## config.mk

```make
export PLATFORM = sky130hd
export DESIGN_NAME = rsp_packet_receiver_core
export DESIGN_NICKNAME = d
export VERILOG_FILES = /design/src/design/rsppr_pkg.sv /design/src/design/rsp_packet_receiver_core.sv
export SDC_FILE = /design/constraint.sdc
export NUM_CORES = 1
export LEC_CHECK = 0
export BUFFER_PORTS_ARGS = -buffer_cell sky130_fd_sc_hd__buf_2
export CORE_MARGIN = 2
export CORE_UTILIZATION = 53
export CTS_CLUSTER_SIZE = 8
export DETAILED_ROUTE_END_ITERATION = 6
export PLACE_DENSITY = 0.8
export SYNTH_ARGS = -nofsm -noshare
export SYNTH_HDL_FRONTEND = slang
export SYNTH_SLANG_ARGS = --single-unit
```

## constraint.sdc

```tcl
create_clock -name i_clk -period 2.6 [get_ports i_clk]
set_input_delay 0.13 -clock i_clk [delete_from_list [all_inputs] [get_ports i_clk]]
set_output_delay 0.13 -clock i_clk [all_outputs]
set_load 0.05 [all_outputs]
```

## src/design/rsppr_pkg.sv

```systemverilog
package rsppr_pkg;

    typedef logic [7:0] t_byte;
    typedef logic [2:0] t_kind;
    typedef logic [2:0] t_phase;

    typedef struct packed {
        logic       ok;
        logic [3:0] val;
    } t_hex;

    // framing characters
    localparam t_byte CH_DOLLAR = 8'h24;
    localparam t_byte CH_HASH   = 8'h23;
    localparam t_byte CH_ESCAPE = 8'h7d;
    localparam t_byte CH_NUL    = 8'h00;
    localparam t_byte ESC_XOR   = 8'h20;
    localparam t_byte CH_ACK    = 8'h2b;
    localparam t_byte CH_NAK    = 8'h2d;

    // result kinds
    localparam t_kind K_DATA  = 3'd0;
    localparam t_kind K_GOOD  = 3'd1;
    localparam t_kind K_NOACK = 3'd2;
    localparam t_kind K_BAD   = 3'd3;
    localparam t_kind K_ABORT = 3'd4;

    // receive phases
    localparam t_phase PH_HUNT = 3'd0;
    localparam t_phase PH_BODY = 3'd1;
    localparam t_phase PH_ESC  = 3'd2;
    localparam t_phase PH_DIG1 = 3'd3;
    localparam t_phase PH_DIG2 = 3'd4;

    // ascii hex digit decode, plain digits only
    function automatic t_hex hex_decode(input t_byte c);
        t_hex  h;
        t_byte d;
        h.ok  = 1'b0;
        h.val = 4'd0;
        if (c >= 8'h30 && c <= 8'h39) begin
            d     = c - 8'h30;
            h.ok  = 1'b1;
            h.val = d[3:0];
        end else if (c >= 8'h61 && c <= 8'h66) begin
            d     = c - 8'h57;
            h.ok  = 1'b1;
            h.val = d[3:0];
        end else if (c >= 8'h41 && c <= 8'h46) begin
            d     = c - 8'h37;
            h.ok  = 1'b1;
            h.val = d[3:0];
        end
        return h;
    endfunction

endpackage

```

## src/design/rsp_packet_receiver_core.sv

```systemverilog
// throughput: one byte per cycle while the output is not stalled; bytes with no result never wait on the output
// the input register and the result register are parted by one level of decode logic
// reset: synchronous active low; clears phase, checksum, digit state, no_ack and valids
module rsp_packet_receiver_core (
    input  logic                 i_clk,
    input  logic                 i_rst_n,
    input  logic                 i_valid,
    output logic                 o_stall,
    input  rsppr_pkg::t_byte     i_rx_byte,
    output logic                 o_valid,
    input  logic                 i_stall,
    output rsppr_pkg::t_kind     o_kind,
    output rsppr_pkg::t_byte     o_value,
    input  logic                 i_cfg_valid,
    output logic                 o_cfg_ready,
    input  logic                 i_cfg_no_ack
);
    import rsppr_pkg::*;

    logic   r_no_ack;
    logic   r_in_valid;
    t_byte  r_in_byte;
    t_phase r_phase, n_phase;
    t_byte  r_sum, n_sum;
    logic [3:0] r_high, n_high;
    logic   r_high_ok, n_high_ok;
    logic   r_out_valid;
    t_kind  r_out_kind;
    t_byte  r_out_value;

    logic   emit;
    t_kind  res_kind;
    t_byte  res_value;
    logic   in_frame;
    logic   out_free;
    logic   advance;
    t_hex   hex;

    // config register, always ready
    assign o_cfg_ready = 1'b1;

    always_ff @(posedge i_clk) begin
        if (!i_rst_n) begin
            r_no_ack <= 1'b0;
        end else if (i_cfg_valid) begin
            r_no_ack <= i_cfg_no_ack;
        end
    end

    // decode of the held byte against the frame state
    assign hex      = hex_decode(r_in_byte);
    assign in_frame = (r_phase == PH_BODY) || (r_phase == PH_ESC) ||
                      (r_phase == PH_DIG1) || (r_phase == PH_DIG2);

    always_comb begin
        n_phase   = r_phase;
        n_sum     = r_sum;
        n_high    = r_high;
        n_high_ok = r_high_ok;
        emit      = 1'b0;
        res_kind  = K_DATA;
        res_value = r_sum;
        if (!in_frame) begin
            // hunt for start, unused codes too
            n_phase = PH_HUNT;
            if (r_in_byte == CH_DOLLAR) begin
                n_phase = PH_BODY;
                n_sum   = 8'd0;
            end
        end else if (r_in_byte == CH_DOLLAR) begin
            // abort and restart
            n_phase  = PH_BODY;
            n_sum    = 8'd0;
            emit     = 1'b1;
            res_kind = K_ABORT;
        end else begin
            case (r_phase)
                PH_BODY: begin
                    if (r_in_byte == CH_NUL || r_in_byte == CH_HASH) begin
                        n_phase = PH_DIG1;
                    end else begin
                        n_sum = r_sum + r_in_byte;
                        if (r_in_byte == CH_ESCAPE) begin
                            n_phase = PH_ESC;
                        end else begin
                            emit      = 1'b1;
                            res_kind  = K_DATA;
                            res_value = r_in_byte;
                        end
                    end
                end
                PH_ESC: begin
                    if (r_in_byte == CH_HASH) begin
                        n_phase = PH_DIG1;
                    end else begin
                        n_sum     = r_sum + r_in_byte;
                        n_phase   = PH_BODY;
                        emit      = 1'b1;
                        res_kind  = K_DATA;
                        res_value = r_in_byte ^ ESC_XOR;
                    end
                end
                PH_DIG1: begin
                    n_high_ok = hex.ok;
                    n_high    = hex.val;
                    n_phase   = PH_DIG2;
                end
                default: begin
                    // second digit: verdict
                    emit = 1'b1;
                    if (r_no_ack) begin
                        n_phase  = PH_HUNT;
                        res_kind = K_NOACK;
                    end else if (r_high_ok && hex.ok && {r_high, hex.val} == r_sum) begin
                        n_phase  = PH_HUNT;
                        res_kind = K_GOOD;
                    end else begin
                        n_phase  = PH_BODY;
                        n_sum    = 8'd0;
                        res_kind = K_BAD;
                    end
                end
            endcase
        end
    end

    // handshake between the two registers
    assign out_free = !r_out_valid || !i_stall;
    assign advance  = r_in_valid && (out_free || !emit);
    assign o_stall  = r_in_valid && !advance;

    // input register
    always_ff @(posedge i_clk) begin
        if (!i_rst_n) begin
            r_in_valid <= 1'b0;
        end else if (!o_stall) begin
            r_in_valid <= i_valid;
        end
    end

    always_ff @(posedge i_clk) begin
        if (i_valid && !o_stall) begin
            r_in_byte <= i_rx_byte;
        end
    end

    // frame state update on each processed byte
    always_ff @(posedge i_clk) begin
        if (!i_rst_n) begin
            r_phase   <= PH_HUNT;
            r_sum     <= 8'd0;
            r_high    <= 4'd0;
            r_high_ok <= 1'b0;
        end else if (advance) begin
            r_phase   <= n_phase;
            r_sum     <= n_sum;
            r_high    <= n_high;
            r_high_ok <= n_high_ok;
        end
    end

    // result register
    always_ff @(posedge i_clk) begin
        if (!i_rst_n) begin
            r_out_valid <= 1'b0;
        end else if (advance && emit) begin
            r_out_valid <= 1'b1;
        end else if (!i_stall) begin
            r_out_valid <= 1'b0;
        end
    end

    always_ff @(posedge i_clk) begin
        if (advance && emit) begin
            r_out_kind  <= res_kind;
            r_out_value <= res_value;
        end
    end

    assign o_valid = r_out_valid;
    assign o_kind  = r_out_kind;
    assign o_value = r_out_value;

endmodule

```

==> impl_metrics.yaml, run 1 <==
synthesis:
  avgSynthCellArea_sq_um: 9.114
  synth_area_leaders: "edfxtp_1, dfxtp_1, ha_1, nor2_1, nand2_1"
  synth_cells: 264
  synth-main-ff-cell: "edfxtp_1"
  synth_seq_cells: 38
  synth.cell_area_sq_mm: 0.002406
  synth.distinct_cells: 64
  ys_warn_count: 0
  syn_nets: 289
  ys_async_sr_fraction_pct: 0
  ys_seq_area_share_pct: 39.52
  yosysTopAreaCell: "edfxtp_1"
  synth_edf_count: 19
  synth.top_cell.area_share_pct: 23.71
clocking:
  cts-root-buf: "clkbuf_8"
  insertion_delay_ns: 0.29
  cts.clk_slew.worst_paths_ns: 0.07
  h-tree-depth: 2
  cts_buffers: 5
  cts_tree: "built"
  postCtsHoldBufs: 0
  cts_sinks: 38
  clock_path_buffers: 2
power:
  p_clk_share_pct: 32.2
  powerDensity_mw_per_mm2: 394.2
  internal_power_uw: 897.2
  switching_power_uw: 309.8
  p_seq_share_pct: 54.3
  cellLeakagePower_uw: 0.001198
  comb_power_share_pct: 13.5
  switching_share_pct: 25.67
  ir_drop_mv: 0.3071
  power_uw: 1207
final_layout:
  nets: 347
  regArea_sq_um: 950.9
  syn_to_final_growth_pct: 27.25
  multiInputGateArea_sq_mm: 0.001505
  fin_area_sq_mm: 0.003062
  n_antenna_cell: 0
  drive_above_1_share_pct: 33.44
  num-fill-cells: 337
setup_path:
  cp_slowest_cell: "or4b_4"
  critPathKind: "register to register"
  crit_chain: "or4b_4 -> nor4b_4 -> a211o_1 -> xor2_2 -> nor3_2 -> buf_4 -> or4_1 -> a21oi_1"
  endpoint_kind: "register"
  crit_buf_inv: 1
  crit_arrival_ns: 2.87
  cp.required_ns: 2.81
  path_max_fanout: 6
  path_delay_family: "simple AND/OR/NAND/NOR gates"
  r2r_cells: 8
  start_kind: "register"
  slowest_delay_ns: 0.58
  critical_path_depth: 8
floorplanning:
  die_h_um: 71.38
  num_rows: 24
  start_util_pct: 55.26
  die_x_um: 71.38
  top_level_ports: 28
  die-area_sq_mm: 0.005094
  core_sq_mm: 0.004354
timing:
  skew_ns: 0.002244
  slew_viol_final: 0
  rsz0062_at_grt: "yes"
  final.min_clock_period_ns: 2.663
  hold_viol_final: 0
  relSlewSlack_pct: 63.85
  finalCritPeriodShare_pct: 102.4
  setup_slack_ns: -0.06255
  max_freq_ghz: 0.3756
  worstMarginPinSlew_ns: 0.5389
  final-setup-viol-count: 6
  hold_slack_ns: 0.005665
global_route:
  first_global_vias: 2152
  grt_max_degree: 18
  antenna_found_initial: 0
  met1_usage_pct: 31.77
  overflow: 0
  grtUsageMet3_pct: 4.923
  grt.total_usage_pct: 25.10
  gr-max-usage-layer: "met2"
  grt_pass1_wl_um: 9970
  gr-usage-met2_pct: 42.08
place:
  place_ws_ns: -0.07645
  post-dp-hpwl_um: 4494
  dpl_cell_area_sq_mm: 0.002763
  gp_congestion: 0.9856
  portBuffers: 26
routing:
  drt-initial-drc-count: 186
  routedWlPerCell_um: 17.10
  drcViolationCount: 0
  ant_nets: 0
  vias_per_cell: 6.139
  vias: 2302
  drt-total-wl_um: 6414
  detail_route.first_pass.iterations: 5
run:
  drv_cap: 0
worst_hold_path:
  min_path_cells: 1
  hold_class: "input pin to register"
outcome:
  outcome: "finished with violations"
  violations: "setup timing"
[registers in the layout (all words and copies together) (netlist names)]
| signal | count |
|---|---|
| o_kind | 3 |
| o_valid | 1 |
| o_value | 8 |
| r_high | 4 |
| r_high_ok | 1 |
| r_in_byte | 8 |
| r_in_valid | 1 |
| r_no_ack | 1 |
| r_phase | 3 |
| r_sum | 8 |
[per-stage QoR]
step | utilization, % | TNS [ns] | std cells
finish | 70.32 | -0.1388 | 375
global route | 70.32 | -0.6470 | 375
CTS | 66.90 | 0 | 369
detailed placement | 63.45 | -0.3507 | 358
global placement | 63.45 | 0 | 358
floorplan | - | 0 | 264
[final cells by class]
cell class                      instances  share of cell area, %
Multi-Input combinational cell        205                  49.16
Sequential cell                        38                  31.06
Timing Repair Buffer                   64                  14.02
Clock buffer                            6                  2.370
Tap cell                               52                  2.125
Inverter                                8                 0.9808
Clock inverter                          2                 0.2861
[synthesized netlist by cell type, types with 2 or more instances]
library cell / n
clkbuf_1: 6
inv_1: 7
dfxtp_1: 19
a22oi_1: 2
nor4_1: 3
and4_1: 4
buf_6: 2
or3_1: 5
nor2_1: 28
mux2i_1: 2
a31oi_1: 3
nand3_1: 5
nand4_1: 3
o211ai_1: 2
a311oi_1: 4
and2_1: 2
and3_1: 2
o21ai_0: 9
ha_1: 10
o21a_1: 4
nand2b_1: 2
a21oi_1: 16
o21ai_1: 7
or4_1: 6
nand2_1: 24
xnor2_1: 9
o22ai_1: 2
nor3_1: 12
a21boi_0: 2
buf_2: 3
edfxtp_1: 19
o221ai_1: 3
a211o_1: 2
a211oi_1: 2
xor2_1: 3
o21bai_1: 2
[what timing repair did]
action	4_1_cts	5_1_grt
endpoints found under the setup margin	9	23
setup buffers	2	6
pin swaps	6	12
cloned	1	0
gates resized for setup	13	24
[layer usage]
layer	up-vias	part of all wire, %
li1	1107	-
met1	1070	41
met2	105	49
met3	20	7.7
met4	0	2.7
met5	-	0
[final timing paths]
kind	end	from	slack, ns
setup reg to reg	r_sum[4]$_SDFFE_PN0P_	r_in_byte[3]$_DFFE_PP_	-0.06
setup / recovery	r_sum[4]$_SDFFE_PN0P_	r_in_byte[3]$_DFFE_PP_	-0.06
hold / removal	r_in_byte[7]$_DFFE_PP_	i_rx_byte[7]	0.006
hold reg to reg	r_high[1]$_SDFFE_PN0P_	r_high[1]$_SDFFE_PN0P_	0.52
[power groups by stage]
stage / clock network (uW) / logic [uW] / registers, uW
final: 389 / 163 / 655
after global placement: 0 / 131 / 666
after global routing: 415 / 177 / 656
after floorplan: 0 / 81.0 / 666
after detailed placement: 0 / 134 / 667
after CTS: 390 / 138 / 653
[placed cells by master, fill, tap and decap left out, types with 3 or more instances in the layout]
cell       n
ha_1       7
nand4_1    3
nand3_1    4
clkbuf_8   5
nand2_1   23
o21ai_1    7
a31oi_1    3
nor4_1     3
a311oi_1   3
or4_1      5
edfxtp_1  19
buf_4     37
o21a_1     3
o21ai_0    8
nor3_1     9
and4_1     3
or3_1      4
a21oi_1   15
inv_1      5
buf_2     25
nor2_1    27
xnor2_1    9
dfxtp_1   19
[logic make-up after synthesis]
family                     Yosys count  share of synthesized area (%)
muxes                                2                         0.8321
xor gates and xnor gates            12                          4.369
DFF                                 38                          39.52
buffers and inverters               21                          4.212
adders and majority gates           11                          6.032
and+or+nand+nor                    107                          23.71
other                                1                         0.1559
AOI/OAI and AO/OA                   72                          21.16
(Power assumes the default switching activity.)
==> run 2, diff against run 1 <==
RECOVER_POWER = 100   (was not set)
==> run 2 against run 1 <==
Against the previous run:
- the run still ends with setup timing left
- sequential share of layout area increased by 0.15 points
- fmax barely moved
- hold slack about the same
==> impl_metrics.yaml, run 2 (same netlist as run 1, synthesis figures left out) <==
power:
  power_uw: 1206
  cellLeakagePower_uw: 0.001145
  powerDensity_mw_per_mm2: 395.7
  ir_drop_mv: 0.3071
final_layout:
  fin_area_sq_mm: 0.003047
  fin_cells: 375
  syn_to_final_growth_pct: 26.62
  n_antenna_cell: 0
  mostFrequentLayoutCells: "buf_4, nor2_1, nand2_1, edfxtp_1, dfxtp_1"
  drive_above_1_share_pct: 29.72
  layout_commonest_cell: "buf_4"
  nets: 347
  num-fill-cells: 339
setup_path:
  crit_buf_inv: 1
  path_max_fanout: 6
  crit_chain: "or4b_4 -> nor4b_4 -> a211o_1 -> xor2_2 -> nor3_2 -> buf_4 -> or4_1 -> a21oi_1"
  crit_arrival_ns: 2.87
  reg2reg_slack_ns: -0.06
  endpoint_kind: "register"
  critPathKind: "register to register"
  cp_slowest_cell: "or4b_4"
  start_kind: "register"
  cp.required_ns: 2.80
  slowest_delay_ns: 0.58
  path_delay_family: "simple AND/OR/NAND/NOR gates"
clocking:
  postCtsHoldBufs: 0
  cts_tree: "built"
  cts_sinks: 38
  clock_path_buffers: 2
  cts_buffers: 5
  cts-root-buf: "clkbuf_8"
  h-tree-depth: 2
  insertion_delay_ns: 0.29
  cts.clk_slew.worst_paths_ns: 0.07
routing:
  routedWlPerCell_um: 17.11
  vias: 2299
  vias_per_cell: 6.131
  drt-initial-drc-count: 186
  drt-total-wl_um: 6418
  ant_nets: 0
  drcViolationCount: 0
  detail_route.first_pass.iterations: 5
timing:
  max_freq_ghz: 0.3753
  relSlewSlack_pct: 60.67
  hold_slack_ns: 0.005692
  final.setup.tns_ns: -0.1463
  hold_viol_final: 0
  setup_slack_ns: -0.06476
  final.min_clock_period_ns: 2.665
  rsz0062_at_grt: "yes"
  skew_ns: 0.003781
  finalCritPeriodShare_pct: 102.5
  final-setup-viol-count: 6
  slew_viol_final: 0
  worstMarginPinSlew_ns: 0.5925
outcome:
  violations: "setup timing"
  outcome: "finished with violations"
floorplanning:
  die_x_um: 71.38
  die-area_sq_mm: 0.005094
  num_rows: 24
  top_level_ports: 28
  die_h_um: 71.38
  core_sq_mm: 0.004354
  start_util_pct: 55.26
place:
  portBuffers: 26
  post-dp-hpwl_um: 4494
  gp_congestion: 0.9856
  dpl_cell_area_sq_mm: 0.002763
  dp.cells: 358
worst_hold_path:
  hold_class: "input pin to register"
global_route:
  grt_pass1_wl_um: 9970
  grt_max_degree: 18
  overflow: 0
  first_global_vias: 2152
  antenna_found_initial: 0
  grt.total_usage_pct: 25.10
run:
  drv_cap: 0
==> run 2: per-stage QoR <==
step / util (%) / setup slack, ns
after floorplan: - / 0.009876
after global placement: 63.45 / 0.01886
after detailed placement: 63.45 / -0.07645
after CTS: 66.90 / 0.005380
after global routing: 69.97 / -0.1050
final: 69.97 / -0.06476
==> run 2: metal layers <==
layer | track usage, % | up-vias | part of all wire, %
li1 | - | 1107 | -
met1 | 31.77 | 1069 | 41
met2 | 42.08 | 103 | 49
met3 | 4.923 | 20 | 7.7
met4 | 10.27 | 0 | 2.7
met5 | 0 | - | 0
==> run 2: area by class of cell <==
| type | count | area (sq um) | area share (%) |
|---|---|---|---|
| well taps | 52 | 65.06 | 2.136 |
| repair buffers | 64 | 414.1 | 13.59 |
| inverters | 8 | 30.03 | 0.9856 |
| clock inverters | 2 | 8.758 | 0.2875 |
| multi-input cells | 205 | 1505 | 49.40 |
| flip-flops and latches | 38 | 950.9 | 31.21 |
| clock buffers | 6 | 72.57 | 2.382 |
==> run 2: repair_timing <==
action,in CTS,in global routing
gates cloned,1,0
endpoints found under the setup margin,9,23
buffers inserted,2,6
pin swaps,6,12
resized for setup,13,24
==> run 2: path summary, 6_finish.rpt <==
kind / from / endpoint / cells past startpoint
worst max register to register: r_in_byte[3]$_DFFE_PP_ / r_sum[4]$_SDFFE_PN0P_ / 8
worst min register to register: r_high[1]$_SDFFE_PN0P_ / r_high[1]$_SDFFE_PN0P_ / 2
worst max-delay path: r_in_byte[3]$_DFFE_PP_ / r_sum[4]$_SDFFE_PN0P_ / 8
worst min-delay path: i_rx_byte[7] / r_in_byte[7]$_DFFE_PP_ / 1
==> run 2: power by group <==
group | switching [uW] | internal (uW)
clock | 203 | 184
combinational | 88.5 | 74.5
sequential | 16.5 | 639
==> run 2: worst register-to-register path, delay by kind of cell, from the launching register on <==
kind | cells | cell delay [ns]
buffers and inverters | 1 | 0.16
AO/OA/AOI/OAI | 2 | 0.35
XOR/XNOR | 1 | 0.18
AND/OR/NAND/NOR | 4 | 1.42
flip-flops | 1 | 0.47
==> run 3, diff against run 2 <==
CORE_UTILIZATION = 58   (was 53)
PLACE_DENSITY = 0.83   (was 0.8)
clock period = 2.5 ns   (was 2.6 ns; I/O delays follow)
==> run 3 against run 2 <==
Against the previous run:
- the flow finishes with violations (DRC, setup timing)
- sequential share of layout area is 3.1 points lower
- hold slack gained 0.074 ns
- total power rose by 11%
- critical path depth grew 3
- cell area rose by 11%
- die area down 8.1%
- register-to-register slack worse by 0.14 ns
- first-iteration DRC count increased by 140%
- via count is 17% higher
- clock power is 14% higher
- cell count grew 6.9%
- critical path type unchanged
- critical endpoint is now r_sum[1]$_SDFFE_PN0P_
==> impl_metrics.yaml, run 3 (same netlist as run 1, synthesis figures left out) <==
place:
  post-dp-hpwl_um: 4880
  gp_congestion: 1.022
  dpl_cell_area_sq_mm: 0.002902
  portBuffers: 26
timing:
  final.min_clock_period_ns: 2.702
  final-setup-viol-count: 12
  finalCritPeriodShare_pct: 108.1
  skew_ns: 0.004541
  rsz0062_at_grt: "yes"
  setup_slack_ns: -0.2016
  hold_viol_final: 0
  hold_slack_ns: 0.08005
  slew_viol_final: 0
  relSlewSlack_pct: 59.55
  worstMarginPinSlew_ns: 0.6031
  max_freq_ghz: 0.3701
power:
  switching_power_uw: 350.3
  cellLeakagePower_uw: 0.001355
  ir_drop_mv: 0.4230
  p_seq_share_pct: 50.8
  powerDensity_mw_per_mm2: 396.2
  comb_power_share_pct: 16.3
  switching_share_pct: 26.13
  internal_power_uw: 990.6
  p_clk_share_pct: 32.9
final_layout:
  n_antenna_cell: 0
  nets: 375
  layout_commonest_cell: "buf_4"
  num-fill-cells: 198
  syn_to_final_growth_pct: 40.67
  fin_area_sq_mm: 0.003385
  mostFrequentLayoutCells: "buf_4, nor2_1, buf_2, nand2_1"
  drive_above_1_share_pct: 38.46
floorplanning:
  die_x_um: 68.41
  core_sq_mm: 0.004000
  die-area_sq_mm: 0.004679
  num_rows: 23
  die_h_um: 68.41
  start_util_pct: 60.15
  top_level_ports: 28
setup_path:
  r2r_cells: 11
  path_max_fanout: 10
  cp.required_ns: 2.71
  reg2reg_slack_ns: -0.20
  critPathKind: "register to register"
  endpoint_kind: "register"
  start_kind: "register"
  reg2reg_to: "r_sum[1]$_SDFFE_PN0P_"
  timing.rr.start: "r_in_byte[1]$_DFFE_PP_"
  crit_arrival_ns: 2.91
global_route:
  grtUsageMet3_pct: 9.046
  grt_max_degree: 18
  first_global_vias: 2404
  antenna_found_initial: 0
  overflow: 0
  gr-usage-met2_pct: 56.13
  met1_usage_pct: 42.12
  gr-max-usage-layer: "met2"
  grt.total_usage_pct: 34.71
  grt_pass1_wl_um: 11660
routing:
  vias: 2700
  routedWlPerCell_um: 20.71
  vias_per_cell: 6.733
  drt-total-wl_um: 8306
  drt-initial-drc-count: 453
  ant_nets: 0
  drcViolationCount: 1
  detail_route.first_pass.iterations: 7
clocking:
  cts_tree: "built"
  h-tree-depth: 2
  cts-root-buf: "clkbuf_8"
  clock_path_buffers: 2
  insertion_delay_ns: 0.30
  cts_sinks: 38
  cts_buffers: 5
  cts.clk_slew.worst_paths_ns: 0.07
outcome:
  violations: "DRC, setup timing"
  outcome: "finished with violations"
worst_hold_path:
  min_path_cells: 2
  hold_class: "input pin to register"
  hp-start: "i_valid"
  hold_path_end: "r_in_valid$_SDFFE_PN0N_"
run:
  drv_cap: 0
-- run 3: metrics by stage --
step	utilization [%]	worst slack [ns]	TNS [ns]	total power (uW)	instances
after floorplan	-	-0.09012	-0.5745	777.8	264
after global placement	72.54	-0.06952	-0.2900	842.7	371
after detailed placement	72.54	-0.1644	-1.032	849.8	371
after CTS	80.79	-0.08091	-0.5191	1302	392
after global routing	84.61	-0.3110	-3.385	1375	401
final	84.61	-0.2016	-1.742	1341	401
-- run 3: critical path, stage by stage (launching register included) --
cell,delay (ns)
edfxtp_1,0.40
inv_2,0.12
ha_2,0.23
buf_4,0.12
nand4_1,0.14
nor3_2,0.27
o32a_4,0.25
o21ba_4,0.17
o21ai_2,0.14
buf_4,0.20
or3_1,0.40
a21oi_1,0.18
-- run 3: repair_timing --
item / CTS / global route
gates resized for setup: 28 / 17
pin swaps: 17 / 14
setup endpoints to repair: 15 / 23
hold endpoints to repair: 3 / 5
hold buffers: 3 / 5
buffers inserted: 11 / 6
-- run 3: per-layer routing --
layer  wire length (um)  vias to the layer above
met5                  0                        -
met4                534                        0
met3                971                       70
met2               3810                      232
met1               2989                     1234
li1                   -                     1164
-- run 3: layout make-up --
cell class	count	area, sq um	area share (%)
Timing Repair Buffer	92	690.7	20.41
Sequential cell	38	950.9	28.10
Inverter	8	30.03	0.8872
Multi-Input combinational cell	205	1559	46.06
Clock inverter	1	5.005	0.1479
Tap cell	50	62.56	1.848
Clock buffer	7	86.33	2.551
-- run 3: worst max path at each step --
| stage | end | startpoint | slack (ns) | cells after the start |
|---|---|---|---|---|
| after global routing | r_sum[1]$_SDFFE_PN0P_ | r_in_byte[1]$_DFFE_PP_ | -0.31 | 11 |
| after floorplan | r_sum[7]$_SDFFE_PN0P_ | r_in_byte[6]$_DFFE_PP_ | -0.09 | 8 |
| after CTS | r_sum[4]$_SDFFE_PN0P_ | r_in_byte[7]$_DFFE_PP_ | -0.08 | 9 |
| after detailed placement | r_sum[4]$_SDFFE_PN0P_ | r_in_byte[3]$_DFFE_PP_ | -0.16 | 9 |
| final | r_sum[1]$_SDFFE_PN0P_ | r_in_byte[1]$_DFFE_PP_ | -0.20 | 11 |
| after global placement | r_sum[7]$_SDFFE_PN0P_ | r_in_byte[0]$_DFFE_PP_ | -0.07 | 11 |
-- run 3: power groups by stage --
stage / clock network, uW / logic [uW] / registers, uW
after floorplan: 0 / 85.4 / 692
after global placement: 0 / 152 / 691
after detailed placement: 0 / 157 / 692
after CTS: 434 / 189 / 679
after global routing: 466 / 228 / 682
final: 441 / 219 / 681
